File: src/rtl/mtbs_pkg.sv
// ----------------------------------------------------------------------------
// mtbs_pkg
// Shared types and constants of the multi-table binary search block.
// ----------------------------------------------------------------------------
package mtbs_pkg;

   localparam int TABLE_DEPTH_DEFAULT = 1024;
   localparam int TABLE_COUNT         = 4;

   localparam int KEY_WIDTH        = 32;
   localparam int SEARCH_KEY_WIDTH = 16;
   localparam int INDEX_WIDTH      = 10;
   localparam int COUNT_WIDTH      = 11;
   localparam int TABLE_WIDTH      = 2;
   localparam int KIND_WIDTH       = 2;
   localparam int SUBKIND_WIDTH    = 6;
   localparam int CSR_INDEX_WIDTH  = 2;

   localparam logic CMD_LOAD   = 1'b0;
   localparam logic CMD_LOOKUP = 1'b1;

   localparam logic [TABLE_WIDTH-1:0] TABLE_ZERO  = 2'd0;
   localparam logic [TABLE_WIDTH-1:0] TABLE_ONE   = 2'd1;
   localparam logic [TABLE_WIDTH-1:0] TABLE_TWO   = 2'd2;
   localparam logic [TABLE_WIDTH-1:0] TABLE_THREE = 2'd3;

   localparam logic [KIND_WIDTH-1:0]    KIND_SPLIT    = 2'd2;
   localparam logic [SUBKIND_WIDTH-1:0] SPLIT_SUBKIND = 6'h23;

   localparam logic [CSR_INDEX_WIDTH-1:0] CSR_COUNT_ZERO  = 2'd0;
   localparam logic [CSR_INDEX_WIDTH-1:0] CSR_COUNT_ONE   = 2'd1;
   localparam logic [CSR_INDEX_WIDTH-1:0] CSR_COUNT_TWO   = 2'd2;
   localparam logic [CSR_INDEX_WIDTH-1:0] CSR_COUNT_THREE = 2'd3;

   localparam logic [COUNT_WIDTH-1:0] COUNT_ZERO_RESET  = 11'h32b;
   localparam logic [COUNT_WIDTH-1:0] COUNT_ONE_RESET   = 11'h1dc;
   localparam logic [COUNT_WIDTH-1:0] COUNT_TWO_RESET   = 11'h0c0;
   localparam logic [COUNT_WIDTH-1:0] COUNT_THREE_RESET = 11'h0df;

   typedef struct packed {
      logic                        command;
      logic [TABLE_WIDTH-1:0]      load_table;
      logic [INDEX_WIDTH-1:0]      load_index;
      logic [KEY_WIDTH-1:0]        load_key;
      logic [SEARCH_KEY_WIDTH-1:0] search_key;
      logic [KIND_WIDTH-1:0]       kind;
      logic [SUBKIND_WIDTH-1:0]    subkind;
   } req_type;

   typedef struct packed {
      logic                   found;
      logic [TABLE_WIDTH-1:0] hit_table;
      logic [INDEX_WIDTH-1:0] hit_index;
   } rsp_type;

   typedef struct packed {
      logic load_en;
      logic lookup_start;
      logic search_en;
      logic finish;
   } dp_cmd_type;

   typedef struct packed {
      logic search_done;
   } dp_status_type;

endpackage

File: src/rtl/mtbs_ctrl.sv
// ----------------------------------------------------------------------------
// mtbs_ctrl
// Controller that sequences loads and lookups through the datapath.
// ----------------------------------------------------------------------------
module mtbs_ctrl (
   input  logic                    clock,
   input  logic                    reset,
   input  logic                    start,
   input  logic                    command,
   input  mtbs_pkg::dp_status_type status,
   output mtbs_pkg::dp_cmd_type    cmd,
   output logic                    busy,
   output logic                    rsp_valid
);

   typedef enum logic [0:0] {
      ST_IDLE,
      ST_SEARCH
   } state_type;

   state_type state_ff;
   logic      busy_ff;
   logic      rsp_valid_ff;

   always_comb begin
      cmd.load_en      = (state_ff == ST_IDLE) && start && (command == mtbs_pkg::CMD_LOAD);
      cmd.lookup_start = (state_ff == ST_IDLE) && start && (command == mtbs_pkg::CMD_LOOKUP);
      cmd.search_en    = (state_ff == ST_SEARCH);
      cmd.finish       = (state_ff == ST_SEARCH) && status.search_done;
   end

   always_ff @(posedge clock) begin
      if (reset) begin
         state_ff     <= ST_IDLE;
         busy_ff      <= 1'b0;
         rsp_valid_ff <= 1'b0;
      end else begin
         rsp_valid_ff <= cmd.finish;
         case (state_ff)
            ST_IDLE: begin
               if (cmd.lookup_start) begin
                  state_ff <= ST_SEARCH;
                  busy_ff  <= 1'b1;
               end
            end
            ST_SEARCH: begin
               if (status.search_done) begin
                  state_ff <= ST_IDLE;
                  busy_ff  <= 1'b0;
               end
            end
            default: begin
               state_ff <= ST_IDLE;
               busy_ff  <= 1'b0;
            end
         endcase
      end
   end

   assign busy      = busy_ff;
   assign rsp_valid = rsp_valid_ff;

endmodule

File: config.mk
export PLATFORM = sky130hd
export DESIGN_NAME = mtbs_ctrl
export DESIGN_NICKNAME = d
export VERILOG_FILES = /design/src/rtl/mtbs_pkg.sv /design/src/rtl/mtbs_ctrl.sv
export SDC_FILE = /design/constraint.sdc
export NUM_CORES = 1
export LEC_CHECK = 0
export ABC_AREA = 1
export CORE_AREA = 2 2 39 41
export CTS_CLUSTER_SIZE = 20
export DETAILED_ROUTE_END_ITERATION = 12
export DIE_AREA = 0 0 41 43
export DONT_BUFFER_PORTS = 1
export GPL_ROUTABILITY_DRIVEN = 0
export PLACE_DENSITY = 0.32
export RECOVER_POWER = 50
export SLEW_MARGIN = 30
export SYNTH_ARGS = -nofsm -noshare
export SYNTH_HDL_FRONTEND = slang
export SYNTH_SLANG_ARGS = --single-unit
File: constraint.sdc
create_clock -name clock -period 0.8 [get_ports clock]
set_input_delay 0.12 -clock clock [delete_from_list [all_inputs] [get_ports clock]]
set_output_delay 0.12 -clock clock [all_outputs]
set_load 0.03 [all_outputs]
## Word level (Yosys, flattened, before mapping)

Index checks and enable logic that the tools add are counted.

- Equal/unequal tests: 2
- Muxes and demuxes: 6
- Bitwise operators: 2
- Reduce and logical (&&, ||, !) cells: 5

Operators with widths:

| cell | count |
|---|---|
| 1-bit logical AND | 4 |
| 1-bit two-way mux | 4 |
| 2-bit inequality test (second input constant) | 2 |
| 1-bit case mux with 2 select lines | 2 |
| 1-bit NOT | 2 |
| 2-bit AND reduction | 1 |

- Register bits after elaboration: 3
- Input port bits: 5
- Output and inout bits: 6
- Word-level logic and storage cells: 18

## Longest topological paths before layout

Gate-level depths: netlist of run 1.

- Word-level depth: 5
- Depth in mapped cells: 3
- Gate-level depth less buffers: 3

## Worst setup path before layout of run 1

OpenSTA, ideal clock, no wires.

- Kind: register to output
- Start point: register state_ff
- End point: output cmd[3] (netlist name)
- Arrival: 831 ps
- Data required time: 680 ps
- Setup slack: -151 ps
- Stages on the path, launching flop included: 4
- Path buffers: 0
- Cell sequence: dfxtp_1 inv_1 nand2_1 nor2_1

RTL lines:

| item | line | source |
|---|---|---|
| start, declared | mtbs_ctrl.sv:21 | `state_type state_ff;` |
| start signal, assigned | mtbs_ctrl.sv:34 | `state_ff <= ST_IDLE;` |
| start signal, assigned | mtbs_ctrl.sv:42 | `state_ff <= ST_SEARCH;` |
| start signal, assigned | mtbs_ctrl.sv:48 | `state_ff <= ST_IDLE;` |
| end, declared | mtbs_ctrl.sv:11 | `output mtbs_pkg::dp_cmd_type cmd,` |

==> results of run 1 <==
-- cell families after synthesis --
logic type / count (synthesis) / synth area share (%)
DFF: 3 / 48.0
AOI/OAI and AO/OA: 2 / 8.00
and+or+nand+nor: 7 / 26.0
buffers and inverters: 5 / 18.0
-- registers in the layout, summed over array words and instances (netlist names) --
register,count
busy,1
state_ff,1
rsp_valid,1
-- final cells by class --
class,count,area (µm²)
inverter,4,25.0
tap,16,20.0
multi-input combinational,9,60.1
sequential,3,66.3
timing repair buffer,5,47.5
clock buffer,4,26.3
fill,159,1140
-- placed cells by master, fill, tap and decap left out --
master,netlist,routed
a21oi_1,2,2
buf_4,1,2
buf_6,0,2
clkbuf_1,0,1
clkbuf_4,0,3
dfxtp_2,0,2
dfxtp_4,0,1
dlygate4sd3_1,0,1
inv_1,4,1
inv_4,0,2
inv_6,0,1
nand2_1,4,2
nand2_2,0,1
nand2_4,0,1
nand3_2,1,1
nor2_1,2,1
nor2_4,0,1
-- critical path: stages, from the launching register on --
cell	delay, ns
dfxtp_4	0.34
inv_4	0.05
nand2_2	0.05
nor2_4	0.18
-- what timing repair did --
| action | 4_1_cts | 5_1_grt |
|---|---|---|
| setup endpoints to repair | 6 | 7 |
| buffers inserted | 1 | 0 |
| hold buffers | 1 | 0 |
| endpoints found under the hold margin | 3 | 0 |
| resized for setup | 15 | 1 |
| pin swaps | 2 | 1 |
-- power by group --
| part | leakage, µW | internal, µW | total, µW | switching [µW] |
|---|---|---|---|---|
| sequential | 0.0000261 | 158 | 165 | 7.54 |
| combinational | 0.0000716 | 34.4 | 88.3 | 53.9 |
| clock | 0.0000150 | 187 | 273 | 85.8 |
-- metal layers --
layer	global-route usage [%]	part of all wire, %	vias up
li1	-	-	68
met5	0	0	-
met4	10.0	7.9	0
met3	4.71	9.4	4
met2	6.25	51	9
met1	4.49	31	61
-- stage by stage --
step	setup TNS (ns)	std cells	area (µm²)	power (µW)
6_report	-0.708	41	245	527
2_1_floorplan	0	17	133	220
3_3_place_gp	-0.0159	35	168	232
3_5_place_dp	-0.0332	35	168	232
4_1_cts	-0.763	41	243	537
5_1_grt	-1.01	41	245	573
-- final timing paths --
path                  startpoint                   to  cells past startpoint
max          state_ff$_SDFF_PP0_               cmd[3]                      3
max reg2reg  state_ff$_SDFF_PP0_    busy$_SDFFE_PP0P_                      4
min                       status  state_ff$_SDFF_PP0_                      3
min reg2reg    busy$_SDFFE_PP0P_    busy$_SDFFE_PP0P_                      2
==> impl_metrics.ini, run 1 <==
[sta]
final.setup.worst_slack_ns = -0.176
final.setup_skew_ns = 0.00218
period_share_pct = 122
finalMaxSlewViolations = 0
relSlewSlack_pct = 86.1
holdWs_ns = 0.0434
fin_crit_ns = 0.976
setup_viol = 7
rsz0062_at_grt = yes
fmax_ghz = 1.02
tightest_slew_ns = 0.208
hold_viol_final = 0

[cells_and_area]
drive_gt1_share_pct = 68.0
fin_nets = 31
synthToLayoutAreaGrowth_pct = 96.0
final_util_pct = 17.7
antenna_cells = 0

[clock_network]
cts_root_buffer = clkbuf_4
cts_tree = yes
clk_pin_slew_ns = 0.04
cts_max_level = 1
insertion_delay_ns = 0.24
cts_buffer_depth = 2
cts_buffers = 3
clock-sinks = 3

[routing]
route.detailed.drc = 0
drt_iter0_markers = 1
drt_pass1_iterations = 2
wl_per_cell_um = 7.76
drtAntennaViolNets = 0
vias = 142
wl_um = 318
vias_per_cell = 3.46

[hold_path]
min_path_type = input pin to flop

[grt]
gr-usage-all-layers_pct = 5.82
grt_pass1_vias = 146
grt_pass1_wl_um = 545
grt_max_degree = 4
grt.overflow.total = 0
grt_antenna_before_repair = 0

[placement]
dp_slack_ns = -0.0317
numPortBuffers = 0
post-dp-hpwl_um = 238

[job]
cap_viol_max_count = 0

[outcome]
violations = negative setup slack
status = finished, violations left

[floorplanning]
rows = 14
dieWidth_um = 41
core-area_mm2 = 0.00138
start_util_pct = 9.04
dieArea_mm2 = 0.00176
die_h_um = 43
ios = 11

[yosys]
synth_edf_count = 0
ys.flop_type = dfxtp_1
synth_area_um2 = 125
synth_top_area_cell = dfxtp_1
avgSynthCellArea_um2 = 7.36
synthTopCellsByCount = 4 x inv_1, 4 x nand2_1, 3 x dfxtp_1
synth_cells = 17
async_reset_ff_share_pct = 0
ys_ff_latch = 3
synth-seq-area-share_pct = 48.0
ys_types = 7
ys_warn_count = 0
synth.area.top_cells = dfxtp_1 48%, inv_1 12%, nand2_1 12%
netlist.area_leader.share_pct = 48.0
synth_fp_nets = 22

[setup_path]
worstPathRequired_ns = 0.68
crit_type = flop to primary output
crit_arrival_ns = 0.86
r2r_setup_slack_ns = -0.01
critPathMaxFanout = 2
startpoint_type = flop
end_kind = primary output

[power_and_ir_drop]
power-per-cell-area_mw_per_mm2 = 2150
ir_drop_uv = 446
power_leakage_uw = 0.000113
No activity file was read; power rests on OpenSTA's default activity.
==> run 2: changes to the inputs <==
--- a/config.mk
+++ b/config.mk
@@ -12,6 +12,7 @@
 export DIE_AREA = 0 0 41 43
 export DONT_BUFFER_PORTS = 1
 export GPL_ROUTABILITY_DRIVEN = 0
+export MAX_ROUTING_LAYER = met4
 export PLACE_DENSITY = 0.32
 export RECOVER_POWER = 50
 export SLEW_MARGIN = 30
==> constraint.sdc (replaced) <==
create_clock -name clock -period 1.1 [get_ports clock]
set_input_delay 0.165 -clock clock [delete_from_list [all_inputs] [get_ports clock]]
set_output_delay 0.165 -clock clock [all_outputs]
set_load 0.03 [all_outputs]
==> impl_metrics.ini, run 2 (synthesis gave the netlist of run 1 again) <==
[setup_path]
crit_type = flop to primary output
path_cells = inv_2, nand2_2, nor2_2, buf_6
crit_family = flip-flops
startpoint_type = flop
critPathMaxFanout = 4
slowest_stage = dfxtp_4
end_kind = primary output
worstPathRequired_ns = 0.94
crit_arrival_ns = 0.92
slowest_delay_ns = 0.34
cp.buffers_inverters = 2

[placement]
dp_slack_ns = 0.228
dp_cells = 35
post-dp-hpwl_um = 253
numPortBuffers = 0

[clock_network]
clock-sinks = 3
cts_root_buffer = clkbuf_4
cts_buffers = 3
cts_tree = yes
post_cts.repair.setup_buffers = 0
cts_max_level = 1
cts_buffer_depth = 2
insertion_delay_ns = 0.23
clk_pin_slew_ns = 0.04

[sta]
fmax_ghz = 0.922
tightest_slew_ns = 0.290
holdWs_ns = 0.0908
fin_crit_ns = 1.08
finalMaxSlewViolations = 0
final.setup_skew_ns = 0.00106
final.setup.worst_slack_ns = 0.0160
period_share_pct = 98.5
hold_viol_final = 0
relSlewSlack_pct = 80.6
rsz0062_at_grt = yes
setup_viol = 0

[power_and_ir_drop]
ir_drop_uv = 383
power_leakage_uw = 0.0000987
power-per-cell-area_mw_per_mm2 = 1770

[cells_and_area]
antenna_cells = 0
final_util_pct = 15.1
fin_nets = 30
drive_gt1_share_pct = 54.2
mostFrequentLayoutCells = 3 x inv_2, 3 x nand2_1, 3 x clkbuf_4
nFillCells = 163
synthToLayoutAreaGrowth_pct = 67.0
stdcell_count = 40

[routing]
route.detailed.drc = 0
drtAntennaViolNets = 0
drt_pass1_iterations = 1
wl_per_cell_um = 7.80
vias = 136
drt_iter0_markers = 0
wl_um = 312
vias_per_cell = 3.40

[grt]
grt_max_degree = 5
grt.overflow.total = 0
grt_pass1_vias = 128
grt_antenna_before_repair = 0
gr-usage-all-layers_pct = 5.03
grt_pass1_wl_um = 434

[floorplanning]
start_util_pct = 9.04
dieWidth_um = 41
rows = 14
ios = 11
dieArea_mm2 = 0.00176
core-area_mm2 = 0.00138
die_h_um = 43

[hold_path]
min_path_type = input pin to flop

[outcome]
status = complete, no violations

[job]
cap_viol_max_count = 0
-- run 2: cell types whose count changed in the layout (fill, tap and decap cells not counted), moves of 2 or more --
cell	delta
inv_2	+3
dfxtp_1	+2
dfxtp_2	-2
inv_4	-2
-- run 2: power breakdown --
group	switching, µW	internal [µW]	total [µW]
Clock	60.7	136	197
Sequential	5.13	114	119
Combinational	34.4	19.4	53.8
Total	100	270	370
-- run 2: final cells by class --
class | count | area, µm² | share of cell area (%)
inverters | 4 | 15.0 | 7.19
flip-flops and latches | 3 | 63.8 | 30.5
multi-input cells | 9 | 47.5 | 22.8
clock buffers | 4 | 26.3 | 12.6
well taps | 16 | 20.0 | 9.58
repair buffers | 4 | 36.3 | 17.4
-- run 2: worst min-delay path, cell delays in order --
cell and delay [ns]:
inv_1 0.02, nand2_1 0.04, a21oi_1 0.05
-- run 2: path summary, 6_finish.rpt --
kind	startpoint	endpoint	slack, ns	cells past startpoint
max	state_ff$_SDFF_PP0_	cmd[3]	0.02	4
min	status	state_ff$_SDFF_PP0_	0.09	3
max reg2reg	state_ff$_SDFF_PP0_	busy$_SDFFE_PP0P_	0.39	3
min reg2reg	busy$_SDFFE_PP0P_	busy$_SDFFE_PP0P_	0.47	2
-- run 2: repair_timing --
action                                  in CTS  in global routing
hold buffers                                 1                  0
pin swaps                                    0                  1
hold endpoints to repair                     3                  0
gates resized for setup                      3                  5
endpoints found under the setup margin       2                  2
-- run 2: metrics by stage --
stage	total power (µW)	TNS, ns	area (µm²)
after detailed placement	167	0	160
after floorplan	157	0	125
final	370	0	209
after global placement	167	0	160
after CTS	380	0	198
after global routing	403	-0.0648	209
-- run 2: routing by layer --
metal  up-vias  part of all wire, %  GRT usage (%)  wire length [µm]
li1         65                    -              -                 -
met1        58                   37           3.18               116
met2        13                   36           4.69               111
met3         0                   27           9.42                84
met4         0                    0           4.00                 0
met5         -                    0              -                 0
